<file path="src/s2h_pkg.sv">
package s2h_pkg;

    // Field widths of the two number formats.
    localparam int SINGLE_W = 32;
    localparam int HALF_W   = 16;
    localparam int S_EXP_W  = 8;
    localparam int S_FRAC_W = 23;
    localparam int H_EXP_W  = 5;
    localparam int H_FRAC_W = 10;
    localparam int MAG_W    = H_FRAC_W + 1;
    localparam int SHIFT_W  = 5;

    // Exponent thresholds and rounding constants.
    localparam logic [S_EXP_W-1:0]  S_EXP_ALL_ONES   = 8'hFF;
    localparam logic [S_EXP_W-1:0]  EXP_REBIAS       = 8'd112;
    localparam logic [S_EXP_W-1:0]  EXP_OVERFLOW     = 8'd143;
    localparam logic [S_EXP_W-1:0]  EXP_UNDERFLOW    = 8'd103;
    localparam logic [S_EXP_W-1:0]  SUBNORMAL_BASE   = 8'd126;
    localparam logic [S_FRAC_W:0]   NORMAL_ROUND_ADD = 24'h001000;
    localparam logic [H_EXP_W-1:0]  HALF_EXP_MAX     = 5'h1F;
    localparam logic [H_FRAC_W-1:0] HALF_QUIET_BIT   = 10'h200;

    // Class of an input value, decided in the first stage.
    localparam logic [2:0] CLS_ZERO = 3'd0;
    localparam logic [2:0] CLS_SUB  = 3'd1;
    localparam logic [2:0] CLS_NORM = 3'd2;
    localparam logic [2:0] CLS_OVF  = 3'd3;
    localparam logic [2:0] CLS_NAN  = 3'd4;

    // Contents of the first pipeline register.
    typedef struct packed {
        logic                sign;
        logic [2:0]          cls;
        logic [S_EXP_W-1:0]  exp;
        logic [S_FRAC_W-1:0] frac;
    } t_s1;

    // Contents of the second pipeline register.
    typedef struct packed {
        logic               sign;
        logic [2:0]         cls;
        logic [H_EXP_W-1:0] hexp;
        logic [MAG_W-1:0]   mag;
    } t_s2;

endpackage

</file>
<file path="src/s2h_decode.sv">
module s2h_decode
    import s2h_pkg::*;
(
    input  logic                i_clk,
    input  logic                i_en,
    input  logic [SINGLE_W-1:0] i_single_bits,
    output t_s1                 o_q
);

    logic [S_EXP_W-1:0] w_exp;
    t_s1                n_q;
    t_s1                r_q;

    assign w_exp = i_single_bits[SINGLE_W-2 -: S_EXP_W];

    // Split the fields and sort the exponent into its range.
    always_comb begin
        n_q.sign = i_single_bits[SINGLE_W-1];
        n_q.exp  = w_exp;
        n_q.frac = i_single_bits[S_FRAC_W-1:0];
        if (w_exp == S_EXP_ALL_ONES) begin
            n_q.cls = CLS_NAN;
        end else if (w_exp < EXP_UNDERFLOW) begin
            n_q.cls = CLS_ZERO;
        end else if (w_exp <= EXP_REBIAS) begin
            n_q.cls = CLS_SUB;
        end else if (w_exp >= EXP_OVERFLOW) begin
            n_q.cls = CLS_OVF;
        end else begin
            n_q.cls = CLS_NORM;
        end
    end

    always_ff @(posedge i_clk) begin
        if (i_en) begin
            r_q <= n_q;
        end
    end

    assign o_q = r_q;

endmodule

</file>
<file path="src/s2h_align.sv">
module s2h_align
    import s2h_pkg::*;
(
    input  logic i_clk,
    input  logic i_en,
    input  t_s1  i_d,
    output t_s2  o_q
);

    logic [S_FRAC_W:0]  w_sig;
    logic [S_FRAC_W:0]  w_sum;
    logic [S_FRAC_W:0]  w_shifted;
    logic [SHIFT_W-1:0] w_shamt;
    t_s2                n_q;
    t_s2                r_q;

    // Subnormal: shift one place short so the round bit stays as the LSB.
    assign w_sig     = {1'b1, i_d.frac};
    assign w_shamt   = SHIFT_W'(SUBNORMAL_BASE - 8'd1 - i_d.exp);
    assign w_shifted = w_sig >> w_shamt;

    // Normal: add half an output LSB before truncation.
    assign w_sum = {1'b0, i_d.frac} + NORMAL_ROUND_ADD;

    always_comb begin
        n_q.sign = i_d.sign;
        n_q.cls  = i_d.cls;
        n_q.hexp = H_EXP_W'(i_d.exp - EXP_REBIAS);
        case (i_d.cls)
            CLS_SUB: begin
                n_q.mag = w_shifted[MAG_W-1:0];
            end
            CLS_NORM: begin
                n_q.mag = w_sum[S_FRAC_W -: MAG_W];
            end
            CLS_NAN: begin
                // Infinity keeps a zero fraction; NaN becomes quiet.
                if (i_d.frac != '0) begin
                    n_q.mag = {1'b0, HALF_QUIET_BIT | i_d.frac[S_FRAC_W-1 -: H_FRAC_W]};
                end else begin
                    n_q.mag = '0;
                end
            end
            default: begin
                n_q.mag = '0;
            end
        endcase
    end

    always_ff @(posedge i_clk) begin
        if (i_en) begin
            r_q <= n_q;
        end
    end

    assign o_q = r_q;

endmodule

</file>
<file path="src/s2h_pack.sv">
module s2h_pack
    import s2h_pkg::*;
(
    input  logic              i_clk,
    input  logic              i_en,
    input  t_s2               i_d,
    output logic [HALF_W-1:0] o_half_bits
);

    logic [MAG_W-1:0]   w_sub_mag;
    logic [H_EXP_W-1:0] w_exp_inc;
    logic [HALF_W-1:0]  n_half;
    logic [HALF_W-1:0]  r_half;

    // Subnormal rounding; a carry into bit 10 gives the smallest normal.
    assign w_sub_mag = {1'b0, i_d.mag[MAG_W-1:1]} + MAG_W'(i_d.mag[0]);

    // Exponent bump on a mantissa carry, saturating at infinity.
    assign w_exp_inc = (i_d.hexp >= HALF_EXP_MAX - 5'd1) ? HALF_EXP_MAX : i_d.hexp + 5'd1;

    always_comb begin
        case (i_d.cls)
            CLS_SUB: begin
                n_half = {i_d.sign, 4'b0, w_sub_mag};
            end
            CLS_NORM: begin
                if (i_d.mag[MAG_W-1]) begin
                    n_half = {i_d.sign, w_exp_inc, {H_FRAC_W{1'b0}}};
                end else begin
                    n_half = {i_d.sign, i_d.hexp, i_d.mag[H_FRAC_W-1:0]};
                end
            end
            CLS_OVF: begin
                n_half = {i_d.sign, HALF_EXP_MAX, {H_FRAC_W{1'b0}}};
            end
            CLS_NAN: begin
                n_half = {i_d.sign, HALF_EXP_MAX, i_d.mag[H_FRAC_W-1:0]};
            end
            default: begin
                n_half = {i_d.sign, {(HALF_W-1){1'b0}}};
            end
        endcase
    end

    always_ff @(posedge i_clk) begin
        if (i_en) begin
            r_half <= n_half;
        end
    end

    assign o_half_bits = r_half;

endmodule

</file>
<file path="src/single_to_half_convert.sv">
// Converts IEEE binary32 bit patterns to binary16 bit patterns.
// Input channel: i_valid, i_single_bits, with o_stall driven back to the sender.
// Output channel: o_valid, o_half_bits, with i_stall driven by the receiver.
// A transaction completes on a rising edge where valid is high and stall is low.
// The datapath has three register stages: decode, align and round, pack.
// The last stage is the output register; an accepted input passes the decode
// register and the align register before its result is visible there.
// Throughput is one transaction per cycle while i_stall is low; each stage holds
// one item and moves forward whenever the stage after it is empty or moving.
// When the receiver stalls, the output register holds its value and the
// stall backs up stage by stage; empty stages still fill, so up to three
// items are held before o_stall rises. Nothing is dropped or repeated.
// Reset (synchronous, active low) clears the stage valid bits only; the data
// registers are not reset. The block is ready on the first cycle after reset.
module single_to_half_convert
    import s2h_pkg::*;
(
    input  logic                i_clk,
    input  logic                i_rst_n,
    input  logic                i_valid,
    output logic                o_stall,
    input  logic [SINGLE_W-1:0] i_single_bits,
    output logic                o_valid,
    input  logic                i_stall,
    output logic [HALF_W-1:0]   o_half_bits
);

    logic r_v1;
    logic r_v2;
    logic r_v3;
    logic w_adv1;
    logic w_adv2;
    logic w_adv3;
    t_s1  w_s1;
    t_s2  w_s2;

    // A stage may load when it is empty or its content moves on.
    assign w_adv3  = !r_v3 || !i_stall;
    assign w_adv2  = !r_v2 || w_adv3;
    assign w_adv1  = !r_v1 || w_adv2;
    assign o_stall = !w_adv1;
    assign o_valid = r_v3;

    // Valid bits travel with the data.
    always_ff @(posedge i_clk) begin
        if (!i_rst_n) begin
            r_v1 <= 1'b0;
            r_v2 <= 1'b0;
            r_v3 <= 1'b0;
        end else begin
            if (w_adv1) begin
                r_v1 <= i_valid;
            end
            if (w_adv2) begin
                r_v2 <= r_v1;
            end
            if (w_adv3) begin
                r_v3 <= r_v2;
            end
        end
    end

    s2h_decode u_decode (
        .i_clk         (i_clk),
        .i_en          (w_adv1 && i_valid),
        .i_single_bits (i_single_bits),
        .o_q           (w_s1)
    );

    s2h_align u_align (
        .i_clk (i_clk),
        .i_en  (w_adv2 && r_v1),
        .i_d   (w_s1),
        .o_q   (w_s2)
    );

    s2h_pack u_pack (
        .i_clk       (i_clk),
        .i_en        (w_adv3 && r_v2),
        .i_d         (w_s2),
        .o_half_bits (o_half_bits)
    );

endmodule

</file>
<file path="config.mk">
export PLATFORM = sky130hd
export DESIGN_NAME = single_to_half_convert
export DESIGN_NICKNAME = d
export VERILOG_FILES = /design/src/s2h_pkg.sv /design/src/s2h_decode.sv /design/src/s2h_align.sv /design/src/s2h_pack.sv /design/src/single_to_half_convert.sv
export SDC_FILE = /design/constraint.sdc
export NUM_CORES = 1
export LEC_CHECK = 0
export ABC_CLOCK_PERIOD_IN_PS = 2800
export BUFFER_PORTS_ARGS = -buffer_cell sky130_fd_sc_hd__clkbuf_2
export CORE_MARGIN = 2
export CORE_UTILIZATION = 25
export CTS_CLUSTER_SIZE = 20
export DETAILED_ROUTE_END_ITERATION = 12
export HOLD_SLACK_MARGIN = 0.03
export PLACE_DENSITY_LB_ADDON = 0.08
export SLEW_MARGIN = 20
export SYNTH_ARGS = -nofsm -noshare
export SYNTH_HDL_FRONTEND = slang
export SYNTH_SLANG_ARGS = --single-unit
</file>
<file path="constraint.sdc">
create_clock -name i_clk -period 2.8 [get_ports i_clk]
set_clock_uncertainty 0.05 [all_clocks]
set_input_delay 0.14 -clock i_clk [delete_from_list [all_inputs] [get_ports i_clk]]
set_output_delay 0.14 -clock i_clk [all_outputs]
set_load 0.05 [all_outputs]
</file>
* Yosys cells after proc, flatten, opt, wreduce, memory -nomap -nowiden *
Cells that the tools add are included.
W data, S select, Z words.

cells by class
  reduce and logical (&&, ||, !) cells = 14
  add/subtract/negate cells = 5
  muxes and demuxes = 8
  shifts and indexed selects = 1
  equal/unequal tests = 8
  order comparisons = 4

operator list
  cell                      number
  $pmux W15 S4              1
  $pmux W11 S3              1
  $add A23 B13 Y24 const B  1
  $shr A24 B5 Y11           1
  $reduce_bool A23 Y1       1
  $mux W15                  1
  $add A10 B1 Y11           1
  $mux W10                  1
  $eq A3 B2 Y1 const B      3
  $eq A8 B8 Y1 const B      1
  $ge A8 B8 Y1 const B      1
  $le A8 B7 Y1 const B      1
  $lt A8 B7 Y1 const B      1
  $eq A3 B1 Y1 const B      2
  $eq A3 B3 Y1 const B      2
  $mux W3                   2
  $add A5 B1 Y5 const B     1
  $ge A5 B5 Y1 const B      1
  $logic_not A1 Y1          5
  $mux W5                   1
  $sub A5 B5 Y5 const A     1
  $sub A5 B5 Y5 const B     1
  $logic_and A1 B1 Y1       3
  $logic_or A1 B1 Y1        3
  3 further kinds           3

word-level totals
  input port bits = 36
  output and inout port bits = 18
  logic and storage cells = 54
  flip-flop bits (word level) = 71

* Logic depth before layout (Yosys ltp) *
Gate-level depths: netlist (run 1).

  word-level depth = 5
  gate-level depth with buffers = 8
  mapped depth without buffers = 7

* By module *
Synthesis (run 1) repeated with hierarchy kept, for this count alone.

unflattened totals
  cell total of the unflattened synthesis = 375
  area, all modules = 4,529.3 µm²

by module, submodules not included
  module                  area each (µm²)  seq. area each (µm²)  cells an instance  times used
  s2h_align               2,294.7          600.6                 230                1
  s2h_decode              1,132.3          1,051.0               47                 1
  s2h_pack                975.9            480.5                 85                 1
  single_to_half_convert  126.4            60.1                  13                 1

* Worst setup path before layout (run 1) *
Ideal clock, no wire load.

  path kind = register -> register
  start = reg r_v3 (netlist: o_valid)
  end = reg u_decode.r_q, in the netlist u_decode.o_q[0], enable pin
  setup time = 424 ps
  required time = 2,326 ps
  period minus slack after synthesis = 3,057 ps
  arrival time = 2,583 ps
  setup slack = -257 ps
  stages on the path, launching flop included = 4
  path buffers = 0
  cells stage by stage = dfxtp_1 > and3_1 > and2_1 > nor2b_1

on the way
  word-level cells in the longest chain between the ends = 5

RTL lines
  element                   RTL line                      text
  start: declaration        single_to_half_convert.sv:30  logic r_v3;
  start signal: assignment  single_to_half_convert.sv:58  r_v3 <= r_v2;
  $logic_not A1 Y1          single_to_half_convert.sv:38  assign w_adv3 = !r_v3 || !i_stall;
  $logic_or A1 B1 Y1        single_to_half_convert.sv:38
  $logic_or A1 B1 Y1        single_to_half_convert.sv:39  assign w_adv2 = !r_v2 || w_adv3;
  $logic_or A1 B1 Y1        single_to_half_convert.sv:40  assign w_adv1 = !r_v1 || w_adv2;
  $logic_and A1 B1 Y1       single_to_half_convert.sv:65  .i_en (w_adv1 && i_valid),
  named net u_decode.i_en   s2h_decode.sv:5               input logic i_en,
  end signal: assignment    s2h_decode.sv:36              r_q <= n_q;
  end: declaration          s2h_decode.sv:12              t_s1 r_q;

The timed path passes the listed nets, and every way through them passes these cells.
A chain may end at the register's enable or synchronous reset.

==> results.md, run 1 <==
* Comb pwr share at 0.202
* Worst-Margin Slew at 631 ps
* Syn Area/Cell at 11.7 um2
* CP Buf/Inv Count at 1
* TritonCTS Buffers at 9
* Root Buffer: clkbuf_16
* Clk_lat worst skew at 340 ps
* Power Dens Cells at 564 nW/um2
* Post-synth top cells: edfxtp_1 (68), nand2_1 (27), nor2_1 (27)
* Syn. warnings at 0
* Buffer count from post-CTS setup fixing at 0
* Status: finished, final reports clean
* Area contributors post-synth: edfxtp_1 (48%), mux4_2 (6.9%), mux2i_1 (5.2%)
* Flop pwr share at 0.437
* I/O Pins at 54
* Area growth syn-to-layout at 27.4%
* Cell Area, Placed at 4840 um2
* Chip height at 135 um
* # DRC at 0
* Post-DP HPWL at 8300 um
* Crit path DAT at 2430 ps
* Final Max Tran Viols at 0
* Clk pwr share at 0.362
* TritonRoute pass-1 iters at 4
* Startpoint types: flip-flop
* Largest net degree at the start of global routing at 33
* Req. time, crit path at 2820 ps
* Vias at 3253
* Final hold slack at 61.9 ps
* Count leader, synth: edfxtp_1
* H-tree levels at 3
* Max Cap Viol at 0
* Final hold vios at 0
* Placer Congestion at 0.807
* Power Total at 0.00307 W
* Core area at 16600 um2
* First-pass GRT wire length at 17900 um
* Slowest stage delay, CP at 670 ps
* CTS Sinks at 71
* Total track usage at 0.130
* Share of the synthesized area in the top cell type at 0.478
* Number of synthesized flops with an enable pin at 68
* Vias in the first global route at 3232
* Chip Width at 135 um
* Worst setup EP type: flip-flop
* Crit-path leading delay family: multiplexers
* Min-delay worst type: in2reg
* Crit-path cells: buf_12 -> mux2_2 -> mux2i_1 -> mux2i_1 -> o31ai_1 -> o221ai_1
* Iter 0 DRT Violations at 159
* Sw frac at 0.275
* Synth Net Count at 409
* Antenna viol nets, final at 0
* Initial antenna violation count at 0
* Min-Delay Path Depth at 1
* Async S/R FF share, synth at 0
* Most frequently used flop master after synthesis: edfxtp_1
* GRT overflow at 0
* Maximum vdd ir drop at 0.000273 V
* #FFs+latches synth at 71
* Final instance area at 5440 um2
* PostCTS Resize Cnt at 0
* Post-synthesis sequential area ratio at 0.492
* Vias per inst at 4.77
* Multi-input logic area at 2030 um2
* Final WL at 11000 um
* Fillcell total at 1686
* R2R depth at 6
* Synth area leader: edfxtp_1
* RSZ-0062 raised after global routing: false
* Final setup violating endpoints at 0
* Nets@finish at 500
* FF+latch area at 2100 um2
* Maximum clock rate at 415 MHz
* Synth cell types at 59
* Port Buffer Count at 53
* Sw power at 0.000843 W
* Internal Power at 0.00222 W
* Initial Utilization at 0.257
* Setup TNS after final layout at 0 ps
* Antenna diode instance count at 0
* Slew HR at 0.579
* Clk buf depth at 2
* Final Critical Period at 2410 ps
* CP max FO at 27
* Critical path type: reg2reg
* Leakage power total at 2.06 nW
* Mapped Area at 4270 um2
* Most used cell, CP: mux2i_1
* Std cell rows at 47
* Critical Path Stages at 6
* CTS tree: done
* Post-route clock period utilization at 0.861
* CP max-delay cell: edfxtp_1
* Post-DR wirelength/cell at 16.2 um
* Die area at 18100 um2
* Layout cells sized above 1 at 0.236
* Fin util at 0.327
* Clk slew on worst S/H paths at 60 ps
* Synth Instances at 366
==> cells by family (layout without fill, tap and decap cells) <==
group / count (synthesis) / after routing / synth area share
AOI/OAI and AO/OA: 81 / 81 / 0.134
xor gates and xnor gates: 13 / 13 / 0.0267
adders and majority gates: 7 / 7 / 0.0205
buffers and inverters: 29 / 125 / 0.0340
DFF: 71 / 71 / 0.492
muxes: 46 / 46 / 0.149
and+or+nand+nor: 119 / 119 / 0.143
==> worst paths after layout <==
path	startpoint	end	slack [ps]
hold / removal	i_single_bits[23]	u_decode.o_q[23]	60
setup / recovery	u_decode.o_q[23]	u_align.o_q[5]	390
setup reg to reg	u_decode.o_q[23]	u_align.o_q[5]	390
hold reg to reg	u_decode.o_q[34]	u_align.o_q[19]	370
==> layout make-up <==
cell class	count	area share
Tap cell	220	0.0506
Sequential cell	71	0.386
Inverter	8	0.00552
Multi-Input combinational cell	266	0.374
Clock inverter	4	0.00851
Timing Repair Buffer	101	0.132
Clock buffer	12	0.0435
==> registers in the layout, indices dropped and copies added (netlist names) <==
signal / flops
u_align.o_q: 20
u_pack.o_half_bits: 16
r_v2: 1
u_decode.o_q: 32
o_valid: 1
r_v1: 1
==> power by group through the flow <==
stage	clock [W]	sequential [W]	combinational [W]
CTS	0.00116	0.00134	0.000623
finish	0.00111	0.00134	0.000618
global route	0.00120	0.00135	0.000682
floorplan	0	0.00135	0.000402
global placement	0	0.00136	0.000591
detailed placement	0	0.00136	0.000586
==> metal layers <==
layer  vias to the layer above  track usage  share of wire
met5                         -            0              0
met4                         0       0.0719          0.034
met3                        24       0.0218          0.033
met2                        81        0.208           0.47
met1                      1535        0.168           0.46
li1                       1613            -              -
==> worst register-to-register path, delay by kind of cell (launching register included) <==
family,cells,cell delay (ps)
buffers and inverters,1,270
AO/OA/AOI/OAI,2,410
flip-flops,1,670
multiplexers,3,740
==> stage by stage <==
stage	setup slack [ps]	instances
after floorplan	342	366
after global placement	325	634
after detailed placement	351	634
after CTS	323	682
after global routing	134	682
final	389	682
==> repair_timing <==
| action | 4_1_cts | 5_1_grt |
|---|---|---|
| hold endpoints to repair | 31 | 0 |
| endpoints found under the setup margin | 0 | 0 |
| hold buffers | 32 | 0 |
==> layout by cell type, fill, tap and decap left out, types with 4 or more instances in the layout <==
cell type,instances
nor3_1,4
o211ai_1,5
mux2_2,11
clkbuf_2,53
buf_4,15
nor3b_1,4
nand2b_1,8
nand3_1,10
edfxtp_1,68
a31oi_1,7
a211oi_1,6
nand4_1,7
mux4_2,13
inv_1,8
mux2i_1,22
ha_1,7
dlygate4sd3_1,32
and3_1,12
clkbuf_16,9
a22o_1,9
xnor2_1,8
nand2_1,27
nor2_1,27
xor2_1,5
o21ai_0,11
a21oi_1,13
No activity file was read; power rests on OpenSTA's default activity.
==> run 2, diff against run 1 <==
--- a/config.mk
+++ b/config.mk
@@ -13,6 +13,7 @@
 export DETAILED_ROUTE_END_ITERATION = 12
 export HOLD_SLACK_MARGIN = 0.03
 export PLACE_DENSITY_LB_ADDON = 0.08
+export RECOVER_POWER = 50
 export SLEW_MARGIN = 20
 export SYNTH_ARGS = -nofsm -noshare
 export SYNTH_HDL_FRONTEND = slang
==> run 2 against run 1 <==
  * Clock power is essentially flat
  * Sequential cell count is the same
  * Highest routed layer unchanged
  * Critical path type unchanged
  * Wire length up 0.29%
  * Critical path depth stayed put
  * Largest power group unchanged
  * Non-clock buffer count unchanged
  * Clock-buffer cell count unchanged
  * Total power decreased by 0.18%
  * Sequential share of layout area rose by 0.26 points
  * Critical endpoint unchanged
  * Final area down 0.67%
==> results.md, run 2 (synthesized netlist as in run 1, its figures left out) <==
* Req. time, crit path at 2820 ps (about the same)
* Crit-path leading delay family: multiplexers
* Most used cell, CP: mux2i_1
* CP max-delay cell: edfxtp_1
* Post-DR wirelength/cell at 16.2 um (+0.29%)
* CTS tree: done
* GR Util met1 at 0.168 (unchanged)
* Min-Delay Path Depth at 3 (+2)
* H-tree levels at 3 (unchanged)
* Slew HR at 0.263 (-0.316)
* Min-delay worst type: in2reg
* Antenna diode instance count at 0 (unchanged)
* Clk_lat worst skew at 340 ps (about the same)
* TritonCTS Buffers at 9 (unchanged)
* R2R depth at 6 (unchanged)
* Root Buffer: clkbuf_16
* GR met3 Demand/Resource at 0.0218 (unchanged)
* Final setup violating endpoints at 0 (unchanged)
* Reg-to-reg endpoint: u_align.o_q[5]
* Setup TNS after final layout at 0 ps (unchanged)
* Core area at 16600 um2 (unchanged)
* Multi-input logic area at 2030 um2 (unchanged)
* Vias per inst at 4.79 (+0.34%)
* Post-DP HPWL at 8300 um (unchanged)
* Most frequent cells in the layout: edfxtp_1 (68), dlygate4sd3_1 (32), clkbuf_2 (30)
* HP Start: i_single_bits[30]
* R2r setup slk at 380 ps (about the same)
* I/O Pins at 54 (unchanged)
* Max reg flops at 32 (unchanged)
* End of the worst hold path: u_decode.o_q[32]
* Crit path DAT at 2440 ps (about the same)
* Std cell rows at 47 (unchanged)
* TritonRoute pass-1 iters at 4 (unchanged)
* Chip Width at 135 um (unchanged)
* Max Cap Viol at 0 (unchanged)
* CP max FO at 27 (unchanged)
* Final Critical Period at 2420 ps (+7.40 ps)
* Maximum clock rate at 413 MHz (-0.31%)
* Nets@finish at 500 (unchanged)
* Slowest stage delay, CP at 670 ps (about the same)
* Final hold slack at 115 ps (+52.7 ps)
* Clk buf depth at 2 (unchanged)
* FF+latch area at 2100 um2 (unchanged)
* Chip height at 135 um (unchanged)
* Power Dens Cells at 566 nW/um2 (+0.49%)
* Status: finished, final reports clean
* Worst-Margin Slew at 1110 ps (+475 ps)
* Layout cells sized above 1 at 0.182 (-0.0541)
* Worst setup EP type: flip-flop
* Die area at 18100 um2 (unchanged)
* Vias in the first global route at 3232 (unchanged)
* Antenna viol nets, final at 0 (unchanged)
* CTS Sinks at 71 (unchanged)
* Port Buffer Count at 53 (unchanged)
* Initial antenna violation count at 0 (unchanged)
* GR Util met2 at 0.208 (unchanged)
* FF-to-FF Start: u_decode.o_q[23]
* CP Buf/Inv Count at 1 (unchanged)
* Largest net degree at the start of global routing at 33 (unchanged)
* Crit-path cells: buf_12 -> mux2_2 -> mux2i_1 -> mux2i_1 -> o31ai_1 -> o221ai_1
* Buffer count from post-CTS setup fixing at 0 (unchanged)
* Final WL at 11100 um (+0.29%)
* Iter 0 DRT Violations at 155 (-2.5%)
* Commonest non-fill, non-tap cell in the layout: edfxtp_1
* GR peak layer: met2
* Maximum vdd ir drop at 0.000273 V (-0.18%)
* Leakage power total at 1.98 nW (-3.7%)
* Final Max Tran Viols at 0 (unchanged)
* Post-route clock period utilization at 0.864 (+0.00264)
* Area growth syn-to-layout at 26.6%
* GRT overflow at 0 (unchanged)
* Final hold vios at 0 (unchanged)
* Total track usage at 0.130 (unchanged)
* Startpoint types: flip-flop
* RSZ-0062 raised after global routing: false
* First-pass GRT wire length at 17900 um (unchanged)
* Initial Utilization at 0.257 (unchanged)
* Critical path type: reg2reg
* Placer Congestion at 0.807 (unchanged)
* # DRC at 0 (unchanged)
* Vias at 3264 (+0.34%)
* Clk slew on worst S/H paths at 60 ps (about the same)
* Fillcell total at 1695 (+0.53%)
## run 2: timing repair
| item | in CTS | in global routing |
|---|---|---|
| gates resized for setup | 0 | 0 |
| hold buffers | 32 | 0 |
| hold endpoints to repair | 31 | 0 |
## run 2: routing by layer
metal | vias up | part of all wire | routed length [um]
met4 | 0 | 0.034 | 376
met1 | 1539 | 0.46 | 5120
met2 | 84 | 0.47 | 5170
met3 | 24 | 0.037 | 407
li1 | 1617 | - | -
met5 | - | 0 | 0
## run 2: worst max path at each step
stage	slack (ps)	startpoint	end	depth (start not counted)
global route	130	u_decode.o_q[23]	u_align.o_q[5]	6
floorplan	340	o_valid	u_decode.o_q[0]	3
CTS	320	u_decode.o_q[23]	u_align.o_q[5]	6
finish	380	u_decode.o_q[23]	u_align.o_q[5]	6
global placement	330	u_decode.o_q[23]	u_align.o_q[5]	6
detailed placement	350	u_decode.o_q[23]	u_align.o_q[5]	6
## run 2: area by class of cell
class | instances | share of cell area
Clock buffer | 12 | 0.0438
Clock inverter | 4 | 0.00857
Inverter | 8 | 0.00556
Multi-Input combinational cell | 266 | 0.376
Sequential cell | 71 | 0.389
Tap cell | 220 | 0.0509
Timing Repair Buffer | 101 | 0.126
## run 2: power by group
part | internal (W) | switching, W | total [W] | leakage [nW]
Clock | 0.000685 | 0.000423 | 0.00111 | 0.134
Sequential | 0.00125 | 0.0000884 | 0.00134 | 0.660
Combinational | 0.000283 | 0.000331 | 0.000613 | 1.19
Total | 0.00222 | 0.000842 | 0.00306 | 1.98
## run 2: through the flow
step	power, W	setup WS, ps	util	std cells	area, um2
2_1_floorplan	0.00175	342	-	366	4270
3_3_place_gp	0.00195	325	0.291	634	4840
3_5_place_dp	0.00195	351	0.291	634	4840
4_1_cts	0.00313	323	0.327	682	5440
5_1_grt	0.00323	134	0.325	682	5400
6_report	0.00306	381	0.325	682	5400
## run 2: tightest hold or removal path, cell delays in order
cell and delay (ps):
clkbuf_2 120, a41oi_1 50, nor2_1 80
